===== src/hdl/pfr_pkg.sv =====
`default_nettype none

package pfr_pkg;

    // Widest values over the supported parameter range (FRAMES up to 64,
    // PAGE_BITS up to 32)
    localparam int PAGE_W_MAX   = 32;
    localparam int SLOT_W_MAX   = 6;
    localparam int CNT_W_MAX    = 7;
    localparam int STAMP_W      = 32;
    localparam int FC_W         = 5;
    localparam int IN_PAGE_W    = 16;
    localparam int OUT_PAGE_W   = 16;
    localparam int OUT_SLOT_W   = 4;
    localparam int CFG_IDX_W    = 1;

    // Configuration register indexes
    localparam logic [CFG_IDX_W-1:0] CFG_FRAME_COUNT = 1'b0;
    localparam logic [CFG_IDX_W-1:0] CFG_POLICY      = 1'b1;

    // Replacement policy codes
    localparam logic POLICY_FIFO = 1'b0;
    localparam logic POLICY_LRU  = 1'b1;

    localparam logic [STAMP_W-1:0] STAMP_MAX = '1;

    typedef logic [PAGE_W_MAX-1:0] page_t;
    typedef logic [SLOT_W_MAX-1:0] slot_t;
    typedef logic [STAMP_W-1:0]    stamp_t;
    typedef logic [CNT_W_MAX-1:0]  cnt_t;

    // Search record that walks down the row of frame cells
    typedef struct packed {
        logic   live;
        page_t  page;
        slot_t  rr_slot;
        logic   hit;
        slot_t  hit_slot;
        logic   empty;
        slot_t  empty_slot;
        stamp_t oldest;
        slot_t  oldest_slot;
        page_t  oldest_page;
        page_t  rr_page;
    } scan_t;

    // Broadcast update from the controller to every cell
    typedef struct packed {
        logic   clear;
        logic   write;
        logic   load_page;
        slot_t  slot;
        page_t  page;
        stamp_t stamp;
    } cell_ctl_t;

    typedef enum logic [1:0] {
        ST_IDLE,
        ST_SCAN,
        ST_OUT
    } state_t;

endpackage

`default_nettype wire


===== src/hdl/pfr_cell.sv =====
`default_nettype none

// One page frame: holds its page, valid bit and last-use stamp, and folds
// its contents into the search record that passes through it.
module pfr_cell
    import pfr_pkg::*;
#(
    parameter int IDX       = 0,
    parameter int PAGE_BITS = 16
)
(
    input  wire logic      clk,
    input  wire logic      rst_n,
    input  wire cell_ctl_t ctl,
    input  wire cnt_t      count,
    input  wire scan_t     scan_in,
    output scan_t          scan_out
);

    localparam slot_t MY_SLOT = slot_t'(IDX);

    logic [PAGE_BITS-1:0] page_reg;
    logic                 valid_reg;
    stamp_t               stamp_reg;
    scan_t                scan_reg;
    scan_t                scan_next;
    page_t                page_ext;
    logic                 in_range;
    logic                 sel;

    assign page_ext = page_t'(page_reg);
    assign in_range = (cnt_t'(IDX) < count);
    assign sel      = ctl.write && (ctl.slot == MY_SLOT);

    // Fold this frame into the search record
    always_comb
    begin
        scan_next = scan_in;
        if (in_range)
        begin
            if (!scan_in.hit && valid_reg && (page_ext == scan_in.page))
            begin
                scan_next.hit      = 1'b1;
                scan_next.hit_slot = MY_SLOT;
            end
            if (!scan_in.empty && !valid_reg)
            begin
                scan_next.empty      = 1'b1;
                scan_next.empty_slot = MY_SLOT;
            end
            // oldest stamp, strict compare keeps ties on the lower slot
            if ((MY_SLOT == '0) || (stamp_reg < scan_in.oldest))
            begin
                scan_next.oldest      = stamp_reg;
                scan_next.oldest_slot = MY_SLOT;
                scan_next.oldest_page = page_ext;
            end
        end
        if (scan_in.rr_slot == MY_SLOT)
        begin
            scan_next.rr_page = page_ext;
        end
    end

    // Record hand-off to the next cell
    always_ff @(posedge clk or negedge rst_n)
    begin
        if (!rst_n)
        begin
            scan_reg <= '0;
        end
        else
        begin
            scan_reg <= scan_next;
        end
    end

    assign scan_out = scan_reg;

    // Valid bit and stamp
    always_ff @(posedge clk or negedge rst_n)
    begin
        if (!rst_n)
        begin
            valid_reg <= 1'b0;
            stamp_reg <= '0;
        end
        else if (ctl.clear)
        begin
            valid_reg <= 1'b0;
            stamp_reg <= '0;
        end
        else if (sel)
        begin
            stamp_reg <= ctl.stamp;
            if (ctl.load_page)
            begin
                valid_reg <= 1'b1;
            end
        end
    end

    // Resident page, meaningful only while valid
    always_ff @(posedge clk)
    begin
        if (sel && ctl.load_page)
        begin
            page_reg <= PAGE_BITS'(ctl.page);
        end
    end

endmodule

`default_nettype wire


===== src/hdl/page_frame_replacement.sv =====
// Flow: an accepted request is registered as a search record, which steps
// through the register of each frame cell in turn and is then committed.
// A new request is not taken until the previous result has been loaded into
// the output register, so searches through the row of frame cells never overlap.
// Reset: rst_n is asynchronous, active low; it empties all frames, clears
// stamps and counters, and sets frame_count to 4 and the policy to FIFO.
`default_nettype none

module page_frame_replacement
    import pfr_pkg::*;
#(
    parameter int FRAMES    = 16,
    parameter int PAGE_BITS = 16
)
(
    input  wire logic                  clk,
    input  wire logic                  rst_n,
    // configuration writes
    input  wire logic                  cfg_we,
    input  wire logic [CFG_IDX_W-1:0]  cfg_index,
    input  wire logic [FC_W-1:0]       cfg_data,
    // page references
    input  wire logic                  s_tvalid,
    output logic                       s_tready,
    input  wire logic [15:0]           s_tdata,   // [15:0] page_number
    input  wire logic [0:0]            s_tuser,   // [0] new_sequence
    // results
    output logic                       m_tvalid,
    input  wire logic                  m_tready,
    output logic [55:0]                m_tdata,   // [3:0] frame_slot, [19:4] evicted_page,
                                                  // [51:20] fault_total, [55:52] zero
    output logic [2:0]                 m_tuser    // [0] page_hit, [1] evicted_valid,
                                                  // [2] stamp_overflow
);

    state_t                 state_reg, state_next;

    logic [FC_W-1:0]        fc_reg;
    logic                   pol_reg;
    cnt_t                   count;

    scan_t                  head_reg, head_next;
    scan_t                  chain [FRAMES+1];
    scan_t                  tail;
    cell_ctl_t              ctl;

    slot_t                  rr_reg, rr_next;
    stamp_t                 ref_reg, ref_next;
    stamp_t                 stamp_reg, stamp_next;
    stamp_t                 fault_reg, fault_next;

    logic                   res_hit_reg, res_hit_next;
    slot_t                  res_slot_reg, res_slot_next;
    logic                   res_ev_reg, res_ev_next;
    page_t                  res_evp_reg, res_evp_next;

    logic                   m_valid_reg;
    logic                   m_hit_reg, m_ev_reg, m_ovf_reg;
    logic [OUT_SLOT_W-1:0]  m_slot_reg;
    logic [OUT_PAGE_W-1:0]  m_evp_reg;
    stamp_t                 m_fault_reg;

    logic                   accept;
    logic                   commit;
    logic                   out_load;
    logic                   new_seq;
    logic [PAGE_BITS-1:0]   page_in;
    slot_t                  rr_base;
    stamp_t                 ref_base;
    cnt_t                   rr_inc;

    // Configuration registers
    always_ff @(posedge clk or negedge rst_n)
    begin
        if (!rst_n)
        begin
            fc_reg  <= FC_W'(4);
            pol_reg <= POLICY_FIFO;
        end
        else if (cfg_we)
        begin
            unique case (cfg_index)
                CFG_FRAME_COUNT: fc_reg  <= cfg_data;
                CFG_POLICY:      pol_reg <= cfg_data[0];
                default:         ;
            endcase
        end
    end

    // Frames in use, clamped to 1..FRAMES
    always_comb
    begin
        if (fc_reg == '0)
        begin
            count = cnt_t'(1);
        end
        else if (32'(fc_reg) > 32'(FRAMES))
        begin
            count = cnt_t'(FRAMES);
        end
        else
        begin
            count = cnt_t'(fc_reg);
        end
    end

    // Next state
    always_comb
    begin
        state_next = state_reg;
        unique case (state_reg)
            ST_IDLE: if (s_tvalid) state_next = ST_SCAN;
            ST_SCAN: if (tail.live) state_next = ST_OUT;
            ST_OUT:  if (!m_valid_reg || m_tready) state_next = ST_IDLE;
            default: state_next = ST_IDLE;
        endcase
    end

    // State outputs
    always_comb
    begin
        s_tready = 1'b0;
        commit   = 1'b0;
        out_load = 1'b0;
        unique case (state_reg)
            ST_IDLE: s_tready = 1'b1;
            ST_SCAN: commit   = tail.live;
            ST_OUT:  out_load = !m_valid_reg || m_tready;
            default: ;
        endcase
    end

    assign accept  = s_tvalid && s_tready;
    assign new_seq = s_tuser[0];
    assign page_in = PAGE_BITS'(s_tdata);

    always_ff @(posedge clk or negedge rst_n)
    begin
        if (!rst_n)
        begin
            state_reg <= ST_IDLE;
        end
        else
        begin
            state_reg <= state_next;
        end
    end

    // Request intake, search launch and commit of the chosen frame
    always_comb
    begin
        head_next     = '0;
        ctl           = '0;
        rr_next       = rr_reg;
        ref_next      = ref_reg;
        stamp_next    = stamp_reg;
        fault_next    = fault_reg;
        res_hit_next  = res_hit_reg;
        res_slot_next = res_slot_reg;
        res_ev_next   = res_ev_reg;
        res_evp_next  = res_evp_reg;

        rr_base  = new_seq ? '0 : rr_reg;
        ref_base = new_seq ? '0 : ref_reg;
        rr_inc   = cnt_t'(tail.rr_slot) + cnt_t'(1);

        if (accept)
        begin
            head_next.live    = 1'b1;
            head_next.page    = page_t'(page_in);
            head_next.rr_slot = (cnt_t'(rr_base) >= count) ? '0 : rr_base;
            ctl.clear         = new_seq;
            stamp_next        = ref_base;
            ref_next          = (ref_base == STAMP_MAX) ? ref_base : ref_base + stamp_t'(1);
            if (new_seq)
            begin
                rr_next    = '0;
                fault_next = '0;
            end
        end

        if (commit)
        begin
            ctl.page      = tail.page;
            ctl.stamp     = stamp_reg;
            res_hit_next  = tail.hit;
            res_ev_next   = 1'b0;
            res_evp_next  = '0;
            if (tail.hit)
            begin
                ctl.write     = (pol_reg == POLICY_LRU);
                ctl.slot      = tail.hit_slot;
                res_slot_next = tail.hit_slot;
            end
            else
            begin
                ctl.write     = 1'b1;
                ctl.load_page = 1'b1;
                if (fault_reg != STAMP_MAX)
                begin
                    fault_next = fault_reg + stamp_t'(1);
                end
                if (tail.empty)
                begin
                    ctl.slot      = tail.empty_slot;
                    res_slot_next = tail.empty_slot;
                end
                else if (pol_reg == POLICY_LRU)
                begin
                    ctl.slot      = tail.oldest_slot;
                    res_slot_next = tail.oldest_slot;
                    res_ev_next   = 1'b1;
                    res_evp_next  = tail.oldest_page;
                end
                else
                begin
                    ctl.slot      = tail.rr_slot;
                    res_slot_next = tail.rr_slot;
                    res_ev_next   = 1'b1;
                    res_evp_next  = tail.rr_page;
                    rr_next       = (rr_inc >= count) ? '0 : slot_t'(rr_inc);
                end
            end
        end
    end

    always_ff @(posedge clk or negedge rst_n)
    begin
        if (!rst_n)
        begin
            head_reg  <= '0;
            rr_reg    <= '0;
            ref_reg   <= '0;
            fault_reg <= '0;
        end
        else
        begin
            head_reg  <= head_next;
            rr_reg    <= rr_next;
            ref_reg   <= ref_next;
            fault_reg <= fault_next;
        end
    end

    always_ff @(posedge clk)
    begin
        stamp_reg    <= stamp_next;
        res_hit_reg  <= res_hit_next;
        res_slot_reg <= res_slot_next;
        res_ev_reg   <= res_ev_next;
        res_evp_reg  <= res_evp_next;
    end

    // Row of frame cells
    assign chain[0] = head_reg;
    assign tail     = chain[FRAMES];

    for (genvar i = 0; i < FRAMES; i++)
    begin : g_cell
        pfr_cell #(
            .IDX       (i),
            .PAGE_BITS (PAGE_BITS)
        ) u_cell (
            .clk      (clk),
            .rst_n    (rst_n),
            .ctl      (ctl),
            .count    (count),
            .scan_in  (chain[i]),
            .scan_out (chain[i+1])
        );
    end

    // Output register
    always_ff @(posedge clk or negedge rst_n)
    begin
        if (!rst_n)
        begin
            m_valid_reg <= 1'b0;
        end
        else if (out_load)
        begin
            m_valid_reg <= 1'b1;
        end
        else if (m_tready)
        begin
            m_valid_reg <= 1'b0;
        end
    end

    always_ff @(posedge clk)
    begin
        if (out_load)
        begin
            m_hit_reg   <= res_hit_reg;
            m_slot_reg  <= OUT_SLOT_W'(res_slot_reg);
            m_ev_reg    <= res_ev_reg;
            m_evp_reg   <= OUT_PAGE_W'(res_evp_reg);
            m_fault_reg <= fault_reg;
            m_ovf_reg   <= (ref_reg == STAMP_MAX);
        end
    end

    assign m_tvalid = m_valid_reg;
    assign m_tdata  = {4'b0000, m_fault_reg, m_evp_reg, m_slot_reg};
    assign m_tuser  = {m_ovf_reg, m_ev_reg, m_hit_reg};

endmodule

`default_nettype wire

===== config.mk =====
export PLATFORM = sky130hd
export DESIGN_NAME = page_frame_replacement
export DESIGN_NICKNAME = d
export VERILOG_FILES = /design/src/hdl/pfr_pkg.sv /design/src/hdl/pfr_cell.sv /design/src/hdl/page_frame_replacement.sv
export SDC_FILE = /design/constraint.sdc
export NUM_CORES = 2
export LEC_CHECK = 0
export ABC_AREA = 1
export BUFFER_PORTS_ARGS = -buffer_cell sky130_fd_sc_hd__buf_2
export CAP_MARGIN = 20
export CORE_UTILIZATION = 40
export CTS_BUF_LIST = sky130_fd_sc_hd__clkbuf_16
export DETAILED_ROUTE_END_ITERATION = 7
export PLACE_DENSITY = 0.55
export SYNTH_ARGS = -nofsm -noshare
export SYNTH_HDL_FRONTEND = slang
export SYNTH_SLANG_ARGS = --single-unit

===== constraint.sdc =====
create_clock -name clk -period 3.2 [get_ports clk]
set_input_delay 0.64 -clock clk [delete_from_list [all_inputs] [get_ports clk]]
set_output_delay 0.64 -clock clk [all_outputs]
set_load 0.01 [all_outputs]

==> flow_metrics.tcl <==
set metrics [dict create \
    status "finished, violations left" \
    violations "DRC" \
    ir_drop_mv 2.35 \
    fin_worst_skew_ns 0.0816 \
    ys_seq_area_share_pct 61.1 \
    cap_violations 0 \
    ys_types 53 \
    crit_top_cell "nor2_1" \
    cts.sinks 2534 \
    ys_top_cells_by_area "dfrtp_1 51%, nand2_1 11%, edfxtp_1 10%" \
    via_count 74200 \
    tns_ns 0 \
    p_int_mw 72.2 \
    nets 11700 \
    drv_slew 0 \
    powerDensity_nw_per_um2 1060 \
    core_area_sq_um 265000 \
    power.share.clock_pct 24.0 \
    final-instance-count-excl-fill 14900 \
    yosys_most_used_dff "dfrtp_1" \
    finalHoldViolCount 0 \
    grt_pass1_vias 74600 \
    post_route_cells_drive_above_1_share_pct 8.94 \
    grt_start_max_net_pins 138 \
    largest_register_ffs 1539 \
    firstDrtPassIters 8 \
    die_area_sq_um 269000 \
    syn_area_sq_um 107000 \
    cpMaxStageDelayCell "dfstp_2" \
    final_util_pct 45.8 \
    globalplace.congestion 0.897 \
    die_h_microns 519 \
    leakagePower_nw 60.4 \
    ios 89 \
    clock_latency_ns 0.94 \
    area_growth_syn_to_layout_pct 13.8 \
    drt_wl_total_microns 285000 \
    drt-vias-per-instance 4.98 \
    switchingPower_mw 56.8 \
    ys_warn_count 0 \
    cp.arrival_ns 3.83 \
    synth_top_area_cell "dfrtp_1" \
    die_x_microns 519 \
    critical_path_class "flop to flop" \
    drt_iter0_markers 6115 \
    cts_max_level 5 \
    path_max_fanout 26 \
    place_inst 14400 \
    finalCriticalPeriod_ns 3.03 \
    synth_edf_count 365 \
    cp_top_family "simple AND/OR/NAND/NOR gates" \
    fin_crit_sh_pct 94.7 \
    switching_share_pct 44.0 \
    final_area_sq_um 121000 \
    synth-seq-cells 2534 \
    synth_cells 11000 \
    rows 189 \
    cts_buffer_depth 4 \
    required_ns 4.00 \
    io_buffers 84 \
    slew_headroom_pct 23.2 \
    cts_setup_buffers 0 \
    min_path_type "input pin to flop" \
    start_util_pct 40.2 \
    cts.clk_slew.worst_paths_ns 0.06 \
    power_mw 129 \
    antenna_found_initial 8 \
    synthArstFlopShare_pct 85.6 \
    grt_usage_pct 21.3 \
    seqPwrFrac_pct 33.5 \
    cts_root_buffer "clkbuf_16" \
    synth_top_area_share_pct 50.8 \
    dpl-instance-area_sq_um 112000 \
    finalSetupViolCount 0 \
    drtAntennaViolNets 0 \
    cts_tree "built" \
    crit_chain "nor2_1, nor2_1, nor2_1, buf_4, a211oi_1, nand2_1, nor2_4, buf_4, nand3_1, nand2_1" \
    dp_hpwl_microns 214000 \
    cp-start-kind "flop" \
    drc_errors 58 \
    p_comb_share_pct 42.5 \
    cts_inserted_buffers 295 \
    rsz0062_at_grt "no" \
    grt_pass1_wl_microns 444000 \
    endpoint_kind "flop" \
    wl_per_cell_microns 19.1 \
    avgSynthCellArea_sq_um 9.73 \
    worst_pin_slew_ns 1.15 \
    overflow 0 \
    worstPathBufferInverterCount 2 \
    max_stage_delay_ns 0.61 \
    fmax_ghz 0.330 \
]
## layer usage
| layer | part of all wire (%) | wire length (microns) | global-route usage (%) | up-vias |
|---|---|---|---|---|
| li1 | - | - | - | 35700 |
| met1 | 45 | 129000 | 29.4 | 35900 |
| met2 | 46 | 133000 | 34.4 | 2067 |
| met3 | 4.8 | 13700 | 2.72 | 527 |
| met4 | 3.6 | 10300 | 7.52 | 0 |
| met5 | 0 | 0 | 0 | - |
## logic make-up (layout without fill, tap and decap cells)
kind of cell | Yosys count | after routing | synth area share [%]
mux | 110 | 110 | 1.16
compound gates | 1046 | 1046 | 5.22
simple gates | 5000 | 5002 | 19.8
fa+ha+maj | 476 | 476 | 5.58
other cells | 1 | 11 | 0.00351
xor+xnor | 129 | 129 | 1.06
buf+inv | 1667 | 2070 | 6.08
flops | 2534 | 2534 | 61.1
## placed cells by master, fill, tap and decap left out, drive strengths merged, types with 6 or more instances in the layout
cell and count:
nor3b 9, o21a 20, buf 382, nand3 1103
mux2 109, bufinv 13, nor4 55, or2 49
diode 6, o2111ai 23, dlygate4sd3 24, a21boi 10
nand3b 20, clkbuf 302, ha 476, nor3 77
nand4 112, xor2 74, edfxtp 365, o21ai 651
xnor2 55, a21oi 278, inv 1230, o22ai 17
clkinv 110, a211oi 12, nor2 461, dfrtp 2168
clkinvlp 9, o21bai 14, nand2 3108
## metrics by stage
| step | setup slack, ns | hold WS (ns) |
|---|---|---|
| floorplan | 0.432 | 0.331 |
| finish | 0.171 | 0.110 |
| global placement | 0.297 | 0.334 |
| global route | 0.00527 | 0.102 |
| detailed placement | 0.222 | 0.335 |
| CTS | 0.119 | 0.0255 |
## final timing paths
kind / slack, ns / cells past startpoint / to / start
worst max-delay path: 0.17 / 10 / g_cell[1].u_cell.scan_out[96] / fc_reg[2]
worst min-delay path: 0.11 / 3 / fc_reg[0] / cfg_data[0]
worst max register to register: 0.17 / 10 / g_cell[1].u_cell.scan_out[96] / fc_reg[2]
worst min register to register: 0.34 / 0 / g_cell[0].u_cell.scan_out[101] / g_cell[0].u_cell.stamp_reg[31]
max in group asynchronous: 1.71 / 3 / g_cell[2].u_cell.stamp_reg[15] / rst_n
min in group asynchronous: 0.28 / 2 / g_cell[14].u_cell.scan_out[2] / rst_n
## timing repair
item | in CTS | in global routing
setup endpoints to repair | 0 | 28
endpoints found under the hold margin | 49 | 0
hold buffers | 24 | 0
gates resized for setup | 0 | 1
## Yosys cell counts, types with 5 or more instances
master / count
nand2_1: 3100
dfrtp_1: 2168
inv_1: 1142
nand3_1: 1102
o21ai_0: 593
ha_1: 476
nor2_1: 433
edfxtp_1: 365
clkbuf_1: 349
a21oi_1: 278
buf_2: 116
nand4_1: 112
mux2_2: 109
xor2_1: 74
nor3_1: 73
nor4_1: 55
xnor2_1: 55
o21ai_1: 54
or2_2: 49
buf_1: 24
o2111ai_1: 23
nand3b_1: 20
o21a_1: 20
o22ai_1: 17
buf_4: 15
nor2_4: 14
o21bai_1: 14
inv_2: 13
a211oi_1: 12
nor2_2: 12
nor3b_1: 9
nand2_2: 8
a21boi_0: 7
a221oi_1: 5
a31oi_1: 5
o211ai_1: 5
## power by group through the flow
stage | combinational (mW) | sequential, mW | clock [mW]
2_1_floorplan | 39.0 | 42.4 | 0
6_report | 54.9 | 43.2 | 30.9
4_1_cts | 54.9 | 43.2 | 31.7
3_3_place_gp | 53.8 | 43.7 | 0
3_5_place_dp | 54.7 | 43.8 | 0
5_1_grt | 61.0 | 43.8 | 33.0
## final cells by class
class	instances	area, sq um
clock buffer	302	7560
clock inverter	206	1280
timing repair buffer	406	3430
sequential	2534	65200
antenna	6	15.0
inverter	1156	4350
tap	3533	4420
fill	24800	144000
multi-input combinational	6768	35200
## tightest hold or removal path, cell delays in order
cell     delay, ns
buf_2         0.08
inv_1         0.10
o21ai_0       0.19
Power figures use the tool's default switching activity.
